## config.mk

```make
export PLATFORM = sky130hd
export DESIGN_NAME = json_string_unescape_core
export DESIGN_NICKNAME = d
export VERILOG_FILES = /design/src/sv/jsu_pkg.sv /design/src/sv/jsu_parser.sv /design/src/sv/jsu_burst_out.sv /design/src/sv/json_string_unescape_core.sv
export SDC_FILE = /design/constraint.sdc
export NUM_CORES = 1
export LEC_CHECK = 0
export ABC_AREA = 1
export ABC_CLOCK_PERIOD_IN_PS = 6300
export BUFFER_PORTS_ARGS = -buffer_cell sky130_fd_sc_hd__buf_2
export CAP_MARGIN = 20
export CORE_MARGIN = 4
export CORE_UTILIZATION = 50
export CTS_CLUSTER_DIAMETER = 120
export CTS_CLUSTER_SIZE = 28
export DETAILED_ROUTE_END_ITERATION = 7
export PLACE_DENSITY = 0.68
export SLEW_MARGIN = 20
export SYNTH_ARGS = -nofsm -noshare
export SYNTH_HDL_FRONTEND = slang
export SYNTH_SLANG_ARGS = --single-unit
```

## constraint.sdc

```tcl
create_clock -name clk_i -period 6.3 [get_ports clk_i]
set_input_delay 1.26 -clock clk_i [delete_from_list [all_inputs] [get_ports clk_i]]
set_output_delay 1.26 -clock clk_i [all_outputs]
set_load 0.02 [all_outputs]
```

## src/sv/jsu_pkg.sv

```systemverilog
`timescale 1ns / 1ps
// ----------------------------------------------------------------------------
// jsu_pkg
// Shared types, character codes and helper functions for the string unescaper.
// ----------------------------------------------------------------------------
package jsu_pkg;

  // most bytes one request can produce: "\u" plus three held digits plus one byte
  localparam int unsigned BurstMax = 6;
  localparam int unsigned BurstCntW = 3;

  // character codes
  localparam logic [7:0] ChBslash = 8'h5C;
  localparam logic [7:0] ChLowU   = 8'h75;
  localparam logic [7:0] ChLowN   = 8'h6E;
  localparam logic [7:0] ChLowT   = 8'h74;
  localparam logic [7:0] ChLowR   = 8'h72;
  localparam logic [7:0] ChQuote  = 8'h22;
  localparam logic [7:0] ChLf     = 8'h0A;
  localparam logic [7:0] ChTab    = 8'h09;
  localparam logic [7:0] ChCr     = 8'h0D;

  // utf-8 encoding constants
  localparam logic [15:0] Utf8Lim1 = 16'h0080;
  localparam logic [15:0] Utf8Lim2 = 16'h0800;
  localparam logic [7:0]  Utf8Lead2 = 8'hC0;
  localparam logic [7:0]  Utf8Lead3 = 8'hE0;
  localparam logic [7:0]  Utf8Cont  = 8'h80;

  // one decoded burst of result bytes, slot 0 goes out first
  typedef struct packed {
    logic [BurstMax-1:0][7:0] bytes;
    logic [BurstCntW-1:0]     cnt;
    logic                     bad;
    logic                     fin;
  } burst_t;

  // true for 0-9, a-f, A-F
  function automatic logic is_hex(input logic [7:0] b);
    is_hex = ((b >= 8'h30) && (b <= 8'h39)) ||
             ((b >= 8'h61) && (b <= 8'h66)) ||
             ((b >= 8'h41) && (b <= 8'h46));
  endfunction

  // nibble value of a hex digit, only meaningful when is_hex holds
  function automatic logic [3:0] hex_nib(input logic [7:0] b);
    if (b[6]) begin
      hex_nib = b[3:0] + 4'd9;
    end else begin
      hex_nib = b[3:0];
    end
  endfunction

endpackage

```

## src/sv/jsu_parser.sv

```systemverilog
`timescale 1ns / 1ps
// ----------------------------------------------------------------------------
// jsu_parser
// Input register, escape parse state and single-pass decode of one request
// into a burst of up to six result bytes.
// ----------------------------------------------------------------------------
module jsu_parser (
  input  logic            clk_i,
  input  logic            rst_ni,
  input  logic            in_valid_i,
  output logic            in_stall_o,
  input  logic [7:0]      in_byte_i,
  input  logic            in_last_i,
  input  logic            burst_free_i,
  output logic            burst_load_o,
  output jsu_pkg::burst_t burst_o
);

  typedef enum logic [1:0] {
    MODE_TEXT = 2'd0,
    MODE_ESC  = 2'd1,
    MODE_HEX  = 2'd2
  } mode_e;

  logic        in_vld_q, in_vld_d;
  logic [7:0]  in_byte_q;
  logic        in_last_q;
  logic        accept;
  logic        move;

  mode_e       mode_q, mode_d;
  logic [1:0]  dc_q, dc_d;
  logic [11:0] acc_q, acc_d;
  logic [7:0]  held_q [3];
  logic        held_we;

  logic [jsu_pkg::BurstMax-1:0][7:0] dec_bytes;
  logic [jsu_pkg::BurstCntW-1:0]     dec_cnt;
  logic        dec_err;
  logic        esc_start;
  logic        b_hex;
  logic [3:0]  b_nib;
  logic [15:0] cp;

  // request moves on when the burst stage can take it or it yields nothing
  assign move       = in_vld_q && (burst_free_i || (dec_cnt == '0));
  assign in_stall_o = in_vld_q && !move;
  assign accept     = in_valid_i && !in_stall_o;
  assign in_vld_d   = accept ? 1'b1 : (move ? 1'b0 : in_vld_q);

  assign esc_start = (in_byte_q == jsu_pkg::ChBslash) && !in_last_q;
  assign b_hex     = jsu_pkg::is_hex(in_byte_q);
  assign b_nib     = jsu_pkg::hex_nib(in_byte_q);
  assign cp        = {acc_q, b_nib};

  // decode of the held request against the parse state
  always_comb begin
    dec_bytes = {jsu_pkg::BurstMax{in_byte_q}};
    dec_cnt   = '0;
    dec_err   = 1'b0;
    mode_d    = mode_q;
    dc_d      = dc_q;
    acc_d     = acc_q;
    held_we   = 1'b0;
    case (mode_q)
      MODE_ESC: begin
        mode_d = MODE_TEXT;
        if (in_byte_q == jsu_pkg::ChLowN) begin
          dec_bytes[0] = jsu_pkg::ChLf;
          dec_cnt      = 3'd1;
        end else if (in_byte_q == jsu_pkg::ChLowT) begin
          dec_bytes[0] = jsu_pkg::ChTab;
          dec_cnt      = 3'd1;
        end else if (in_byte_q == jsu_pkg::ChLowR) begin
          dec_bytes[0] = jsu_pkg::ChCr;
          dec_cnt      = 3'd1;
        end else if ((in_byte_q == jsu_pkg::ChBslash) ||
                     (in_byte_q == jsu_pkg::ChQuote)) begin
          dec_cnt = 3'd1;
        end else if ((in_byte_q == jsu_pkg::ChLowU) && !in_last_q) begin
          mode_d = MODE_HEX;
          dc_d   = '0;
          acc_d  = '0;
        end else begin
          dec_bytes[0] = jsu_pkg::ChBslash;
          dec_cnt      = 3'd2;
        end
      end
      MODE_HEX: begin
        // literal replay: backslash, u, held digits, then the current byte unless it opens a new escape
        dec_bytes[0] = jsu_pkg::ChBslash;
        dec_bytes[1] = jsu_pkg::ChLowU;
        for (int k = 0; k < 3; k++) begin
          if (2'(k) < dc_q) begin
            dec_bytes[k+2] = held_q[k];
          end
        end
        if (in_last_q && (dc_q != 2'd3)) begin
          dec_cnt = {1'b0, dc_q} + 3'd3;
          mode_d  = MODE_TEXT;
        end else if (!b_hex) begin
          dec_err = 1'b0 | 1'b1;
          if (esc_start) begin
            dec_cnt = {1'b0, dc_q} + 3'd2;
            mode_d  = MODE_ESC;
          end else begin
            dec_cnt = {1'b0, dc_q} + 3'd3;
            mode_d  = MODE_TEXT;
          end
        end else if (dc_q == 2'd3) begin
          mode_d = MODE_TEXT;
          if (cp < jsu_pkg::Utf8Lim1) begin
            dec_bytes[0] = cp[7:0];
            dec_cnt      = 3'd1;
          end else if (cp < jsu_pkg::Utf8Lim2) begin
            dec_bytes[0] = jsu_pkg::Utf8Lead2 | {3'b000, cp[10:6]};
            dec_bytes[1] = jsu_pkg::Utf8Cont | {2'b00, cp[5:0]};
            dec_cnt      = 3'd2;
          end else begin
            dec_bytes[0] = jsu_pkg::Utf8Lead3 | {4'h0, cp[15:12]};
            dec_bytes[1] = jsu_pkg::Utf8Cont | {2'b00, cp[11:6]};
            dec_bytes[2] = jsu_pkg::Utf8Cont | {2'b00, cp[5:0]};
            dec_cnt      = 3'd3;
          end
        end else begin
          held_we = 1'b1;
          dc_d    = dc_q + 2'd1;
          acc_d   = {acc_q[7:0], b_nib};
        end
        if (mode_d != MODE_HEX) begin
          dc_d  = '0;
          acc_d = '0;
        end
      end
      default: begin
        // normal text, also the unused mode code
        if (esc_start) begin
          mode_d = MODE_ESC;
        end else begin
          mode_d  = MODE_TEXT;
          dec_cnt = 3'd1;
        end
      end
    endcase
    // end of string returns mode, digit count and accumulator to their idle values
    if (in_last_q) begin
      mode_d = MODE_TEXT;
      dc_d   = '0;
      acc_d  = '0;
    end
  end

  assign burst_load_o  = move && (dec_cnt != '0);
  assign burst_o.bytes = dec_bytes;
  assign burst_o.cnt   = dec_cnt;
  assign burst_o.bad   = dec_err;
  assign burst_o.fin   = in_last_q;

  // control state
  always_ff @(posedge clk_i or negedge rst_ni) begin
    if (!rst_ni) begin
      in_vld_q <= 1'b0;
      mode_q   <= MODE_TEXT;
      dc_q     <= '0;
      acc_q    <= '0;
    end else begin
      in_vld_q <= in_vld_d;
      if (move) begin
        mode_q <= mode_d;
        dc_q   <= dc_d;
        acc_q  <= acc_d;
      end
    end
  end

  // input payload and held digits
  always_ff @(posedge clk_i) begin
    if (accept) begin
      in_byte_q <= in_byte_i;
      in_last_q <= in_last_i;
    end
    if (move && held_we) begin
      held_q[dc_q] <= in_byte_q;
    end
  end

endmodule

```

## src/sv/jsu_burst_out.sv

```systemverilog
`timescale 1ns / 1ps
// ----------------------------------------------------------------------------
// jsu_burst_out
// Result register holding one decoded burst, shifted out one byte per
// request on the output channel.
// ----------------------------------------------------------------------------
module jsu_burst_out (
  input  logic            clk_i,
  input  logic            rst_ni,
  input  logic            burst_load_i,
  input  jsu_pkg::burst_t burst_i,
  output logic            burst_free_o,
  output logic            out_valid_o,
  input  logic            out_stall_i,
  output logic [7:0]      out_byte_o,
  output logic            run_last_o,
  output logic            text_end_o,
  output logic            bad_hex_o
);

  logic [jsu_pkg::BurstMax-1:0][7:0] bytes_q;
  logic [jsu_pkg::BurstCntW-1:0]     rem_q;
  logic                              bad_q;
  logic                              fin_q;
  logic                              take;

  assign take         = out_valid_o && !out_stall_i;
  assign out_valid_o  = (rem_q != '0);
  assign burst_free_o = (rem_q == '0) || ((rem_q == 3'd1) && !out_stall_i);

  assign out_byte_o = bytes_q[0];
  assign run_last_o = (rem_q == 3'd1);
  assign text_end_o = fin_q && (rem_q == 3'd1);
  assign bad_hex_o  = bad_q;

  // remaining count
  always_ff @(posedge clk_i or negedge rst_ni) begin
    if (!rst_ni) begin
      rem_q <= '0;
    end else if (burst_load_i) begin
      rem_q <= burst_i.cnt;
    end else if (take) begin
      rem_q <= rem_q - 3'd1;
    end
  end

  // burst payload, shifts toward slot 0 as bytes are taken
  always_ff @(posedge clk_i) begin
    if (burst_load_i) begin
      bytes_q <= burst_i.bytes;
      bad_q   <= burst_i.bad;
      fin_q   <= burst_i.fin;
    end else if (take) begin
      bytes_q <= bytes_q >> 8;
    end
  end

endmodule

```

## src/sv/json_string_unescape_core.sv

```systemverilog
`timescale 1ns / 1ps
// ----------------------------------------------------------------------------
// json_string_unescape_core
// Streaming unescaper for the body of a JSON string, one byte per request.
// ----------------------------------------------------------------------------
// A request enters an input register, is decoded combinationally against the
// escape state and yields 0 to 6 bytes; a non-empty burst lands in a result
// register, which sends one byte per cycle while out_stall_i is low, so plain
// text streams at that rate. Input and result register lie in turn between
// acceptance and the first result byte. A longer burst holds the result
// register until its last byte is taken; requests with bytes wait behind it.
// A held \u escape is replayed literally when the string ends early or a
// non-hex byte arrives; in the latter case bad_hex_o is set on the whole burst.
module json_string_unescape_core (
  input  logic       clk_i,
  input  logic       rst_ni,
  input  logic       in_valid_i,
  output logic       in_stall_o,
  input  logic [7:0] in_byte_i,
  input  logic       in_last_i,
  output logic       out_valid_o,
  input  logic       out_stall_i,
  output logic [7:0] out_byte_o,
  output logic       run_last_o,
  output logic       text_end_o,
  output logic       bad_hex_o
);

  logic            burst_free;
  logic            burst_load;
  jsu_pkg::burst_t burst;

  // parse and decode
  jsu_parser u_parser (
    .clk_i        (clk_i),
    .rst_ni       (rst_ni),
    .in_valid_i   (in_valid_i),
    .in_stall_o   (in_stall_o),
    .in_byte_i    (in_byte_i),
    .in_last_i    (in_last_i),
    .burst_free_i (burst_free),
    .burst_load_o (burst_load),
    .burst_o      (burst)
  );

  // result register and serializer
  jsu_burst_out u_burst_out (
    .clk_i        (clk_i),
    .rst_ni       (rst_ni),
    .burst_load_i (burst_load),
    .burst_i      (burst),
    .burst_free_o (burst_free),
    .out_valid_o  (out_valid_o),
    .out_stall_i  (out_stall_i),
    .out_byte_o   (out_byte_o),
    .run_last_o   (run_last_o),
    .text_end_o   (text_end_o),
    .bad_hex_o    (bad_hex_o)
  );

endmodule

```

==> impl_metrics.json <==
{
  "routed_wirelength_um": 13900,
  "fin_skew_ps": 7.79,
  "leakagePower_uw": 0.00264,
  "worst_pin_slew_ps": 822,
  "timing.critical_path.from_type": "flip-flop",
  "syn_avg_cell_area_sq_um": 8.64,
  "critPathBufInv": 3,
  "clk-insertion-delay-late_ps": 340,
  "hold_buf_cts": 0,
  "crit_required_ps": 5040,
  "setup_ws_ps": 1670,
  "hold_slack_final_ps": 477,
  "place_ws_ps": 2100,
  "netlist_area_sq_um": 5740,
  "fin_setup_tns_ps": 0,
  "die_x_um": 115,
  "final_min_period_over_clock_period_pct": 73.5,
  "drt-wirelength-per-cell_um": 17.1,
  "post_drt_via_cell_ratio": 5.61,
  "antenna_cells": 0,
  "clock_sinks": 103,
  "clockBufferDepth": 2,
  "cts_htree_levels": 3,
  "fin_nets": 694,
  "drtPass1Iterations": 5,
  "postSynth.topFlopCell": "sky130_fd_sc_hd__edfxtp_1",
  "synth-edff-count": 83,
  "grt_max_degree": 73,
  "placement.io_buffers": 25,
  "first_global_vias": 4299,
  "clockRootBuffer": "sky130_fd_sc_hd__clkbuf_16",
  "cpPeakStageDelay_ps": 550,
  "irDropWorstVdd_mv": 0.331,
  "end_kind": "primary output",
  "final.min_clock_period_ps": 4630,
  "die_area_sq_um": 13300,
  "rsz_0062_raised_after_global_routing": "false",
  "crit_path_max_fanout": 22,
  "slew_headroom_pct": 44.6,
  "grt_overflow": 0,
  "gp_congestion": 0.922,
  "standard_cell_row_count": 38,
  "drc": 0,
  "critical_path.most_common_cell": "sky130_fd_sc_hd__nand3_1",
  "max_cap_violations": 0,
  "place.detailed.hpwl_um": 9820,
  "synth_async_sr_flop_share_pct": 19.4,
  "synth_cell_types": 40,
  "slew_viol_final": 0,
  "drive_above_1_share_pct": 10.1,
  "cp_slowest_cell": "sky130_fd_sc_hd__edfxtp_1",
  "synth_seq_cells": 103,
  "ctsResizeCount": 0,
  "criticalPathCategory": "flip-flop to primary output",
  "achievable-frequency_mhz": 216,
  "ys.warnings.count": 0,
  "layout.core_utilization_pct": 55.5,
  "cts-buffers-inserted": 9,
  "critPathTopFamily": "simple AND/OR/NAND/NOR gates",
  "post_cts_buffers": 0,
  "final_number_of_hold_violating_endpoints": 0,
  "finalNonFillerCells": 811,
  "netlist_instances": 665,
  "syn2layout_area_growth_pct": 6.62,
  "status": "finished clean",
  "postRouteAntennaNets": 0,
  "clk_pin_slew_ps": 70,
  "floorplan.initialDensity_pct": 52.1,
  "power_per_cell_area_nw_per_um2": 461,
  "drtIter0Drc": 623,
  "grt_first_pass_wirelength_um": 22700,
  "ioPinCount": 26,
  "grt_antenna_before_repair": 0,
  "hold_path_class": "flip-flop to flip-flop",
  "track_usage_pct": 22.0,
  "final_setup_violation_count": 0,
  "vias": 4551,
  "clock_tree_from_tritoncts": "yes",
  "chipHeight_um": 115,
  "post-place-cells": 795,
  "fp.coreArea_sq_um": 11000,
  "timing.critical_path.cells": "clkinv_1, ha_1, inv_1, nand3_1, nand3_1, nand3_4, o21ai_1, nand2_1, nand3_1, nand2_1, nand2_2, nand2_2, nor2_1, buf_2",
  "cp.arrival_ps": 3370,
  "synth_nets": 692,
  "synth_sequential_area_ratio_pct": 52.1
}
## synth_stat cells, types with 2 or more instances
cell,number,share of area (%)
sky130_fd_sc_hd__buf_6,7,1.4
sky130_fd_sc_hd__o21ai_0,66,5.8
sky130_fd_sc_hd__buf_4,11,1.4
sky130_fd_sc_hd__nand3_1,23,2.0
sky130_fd_sc_hd__o31ai_1,2,0.26
sky130_fd_sc_hd__clkinv_1,2,0.13
sky130_fd_sc_hd__o22ai_1,3,0.33
sky130_fd_sc_hd__nand3_2,2,0.35
sky130_fd_sc_hd__buf_2,5,0.44
sky130_fd_sc_hd__nand2_2,3,0.33
sky130_fd_sc_hd__nor2_1,67,4.4
sky130_fd_sc_hd__a31oi_1,3,0.33
sky130_fd_sc_hd__o211ai_1,9,1.2
sky130_fd_sc_hd__inv_1,54,3.5
sky130_fd_sc_hd__nand4_1,17,1.9
sky130_fd_sc_hd__o21ai_2,10,1.5
sky130_fd_sc_hd__clkbuf_1,13,0.85
sky130_fd_sc_hd__dfrtp_1,20,8.7
sky130_fd_sc_hd__a21oi_1,12,1.0
sky130_fd_sc_hd__nand2_1,209,14
sky130_fd_sc_hd__o21ai_1,3,0.26
sky130_fd_sc_hd__edfxtp_1,83,43
sky130_fd_sc_hd__o221ai_1,2,0.31
sky130_fd_sc_hd__ha_1,14,3.0
sky130_fd_sc_hd__nor2_4,2,0.39
sky130_fd_sc_hd__nor3_1,5,0.44
sky130_fd_sc_hd__inv_2,3,0.20
sky130_fd_sc_hd__xor2_1,3,0.46
## final cells by class
class	count	area, sq um
clock buffer	9	225
clock inverter	6	67.6
fill	1004	4910
inverter	59	221
multi-input combinational	467	2300
sequential	103	2990
tap	140	175
timing repair buffer	27	140
## path summary, 6_finish.rpt
path                                       start                   endpoint  slack, ps  depth (start not counted)
min in group asynchronous                 rst_ni         u_parser.acc_q[10]        860                          1
min                            u_parser.acc_q[9]          u_parser.acc_q[9]        480                          2
min reg2reg                    u_parser.acc_q[9]          u_parser.acc_q[9]        480                          2
max                        u_parser.in_byte_q[1]                 in_stall_o       1670                         14
max reg2reg                u_parser.in_byte_q[1]  u_burst_out.out_byte_o[0]       2070                         19
max in group asynchronous                 rst_ni          u_parser.acc_q[2]       5130                          1
## stage by stage
stage / instance area (sq um) / power [uW]
floorplan: 5740 / 2080
global placement: 5820 / 2250
detailed placement: 5820 / 2270
CTS: 6110 / 2830
global route: 6120 / 3020
finish: 6120 / 2820
## per-layer routing
layer / vias up / GRT usage (%) / part of all wire [%]
li1: 2215 / - / -
met1: 2111 / 32.6 / 46
met2: 203 / 33.1 / 44
met3: 22 / 4.16 / 8.2
met4: 0 / 6.18 / 1.8
met5: - / 0 / 0
## cell usage in the layout, fill, tap and decap left out, types with 2 or more instances in the layout
master and instances:
sky130_fd_sc_hd__nand2_1 208, sky130_fd_sc_hd__edfxtp_1 83, sky130_fd_sc_hd__nor2_1 67, sky130_fd_sc_hd__o21ai_0 66, sky130_fd_sc_hd__inv_1 54, sky130_fd_sc_hd__buf_2 25, sky130_fd_sc_hd__nand3_1 23, sky130_fd_sc_hd__dfrtp_1 20
sky130_fd_sc_hd__nand4_1 17, sky130_fd_sc_hd__ha_1 14, sky130_fd_sc_hd__a21oi_1 12, sky130_fd_sc_hd__o21ai_2 10, sky130_fd_sc_hd__o211ai_1 9, sky130_fd_sc_hd__clkbuf_16 9, sky130_fd_sc_hd__nor3_1 5, sky130_fd_sc_hd__inv_2 3
sky130_fd_sc_hd__clkinv_1 3, sky130_fd_sc_hd__nand2_2 3, sky130_fd_sc_hd__o21ai_1 3, sky130_fd_sc_hd__a31oi_1 3, sky130_fd_sc_hd__xor2_1 3, sky130_fd_sc_hd__o22ai_1 3, sky130_fd_sc_hd__nor2_4 2, sky130_fd_sc_hd__nand2_4 2
sky130_fd_sc_hd__nand3_2 2, sky130_fd_sc_hd__o31ai_1 2, sky130_fd_sc_hd__o221ai_1 2, sky130_fd_sc_hd__inv_6 2
## flip-flops by register name (all words and copies together), names as in the netlist
register / cells
u_burst_out.rem_q: 3
u_parser.held_q: 24
u_parser.mode_q: 2
u_burst_out.out_byte_o: 8
u_parser.in_vld_q: 1
u_parser.dc_q: 2
u_parser.in_byte_q: 8
u_burst_out.bytes_q: 40
u_parser.in_last_q: 1
u_burst_out.bad_hex_o: 1
u_parser.acc_q: 12
u_burst_out.fin_q: 1
## worst register-to-register path, delay by kind of cell, from the launching register on
family          cells  cell delay [ps]
buf+inv             5             1670
simple gates       11             1000
flops               1              550
fa+ha+maj           1              330
compound gates      2              420
## power breakdown
group          internal, uW  total [uW]  switching, uW
clock network           310         562            252
logic                   282        1060            777
registers              1080        1200            121
total                  1670        2820           1150
## cells by family (layout without fill, tap and decap cells)
group                      count (synthesis)  in the layout  synth area share (%)
xor gates and xnor gates                   4              4                 0.610
AOI/OAI and AO/OA                        115            115                  11.9
adders and majority gates                 14             14                  3.05
buffers and inverters                     95            101                  7.95
DFF                                      103            103                  52.1
and+or+nand+nor                          334            334                  24.4
Power figures use the tool's default switching activity.
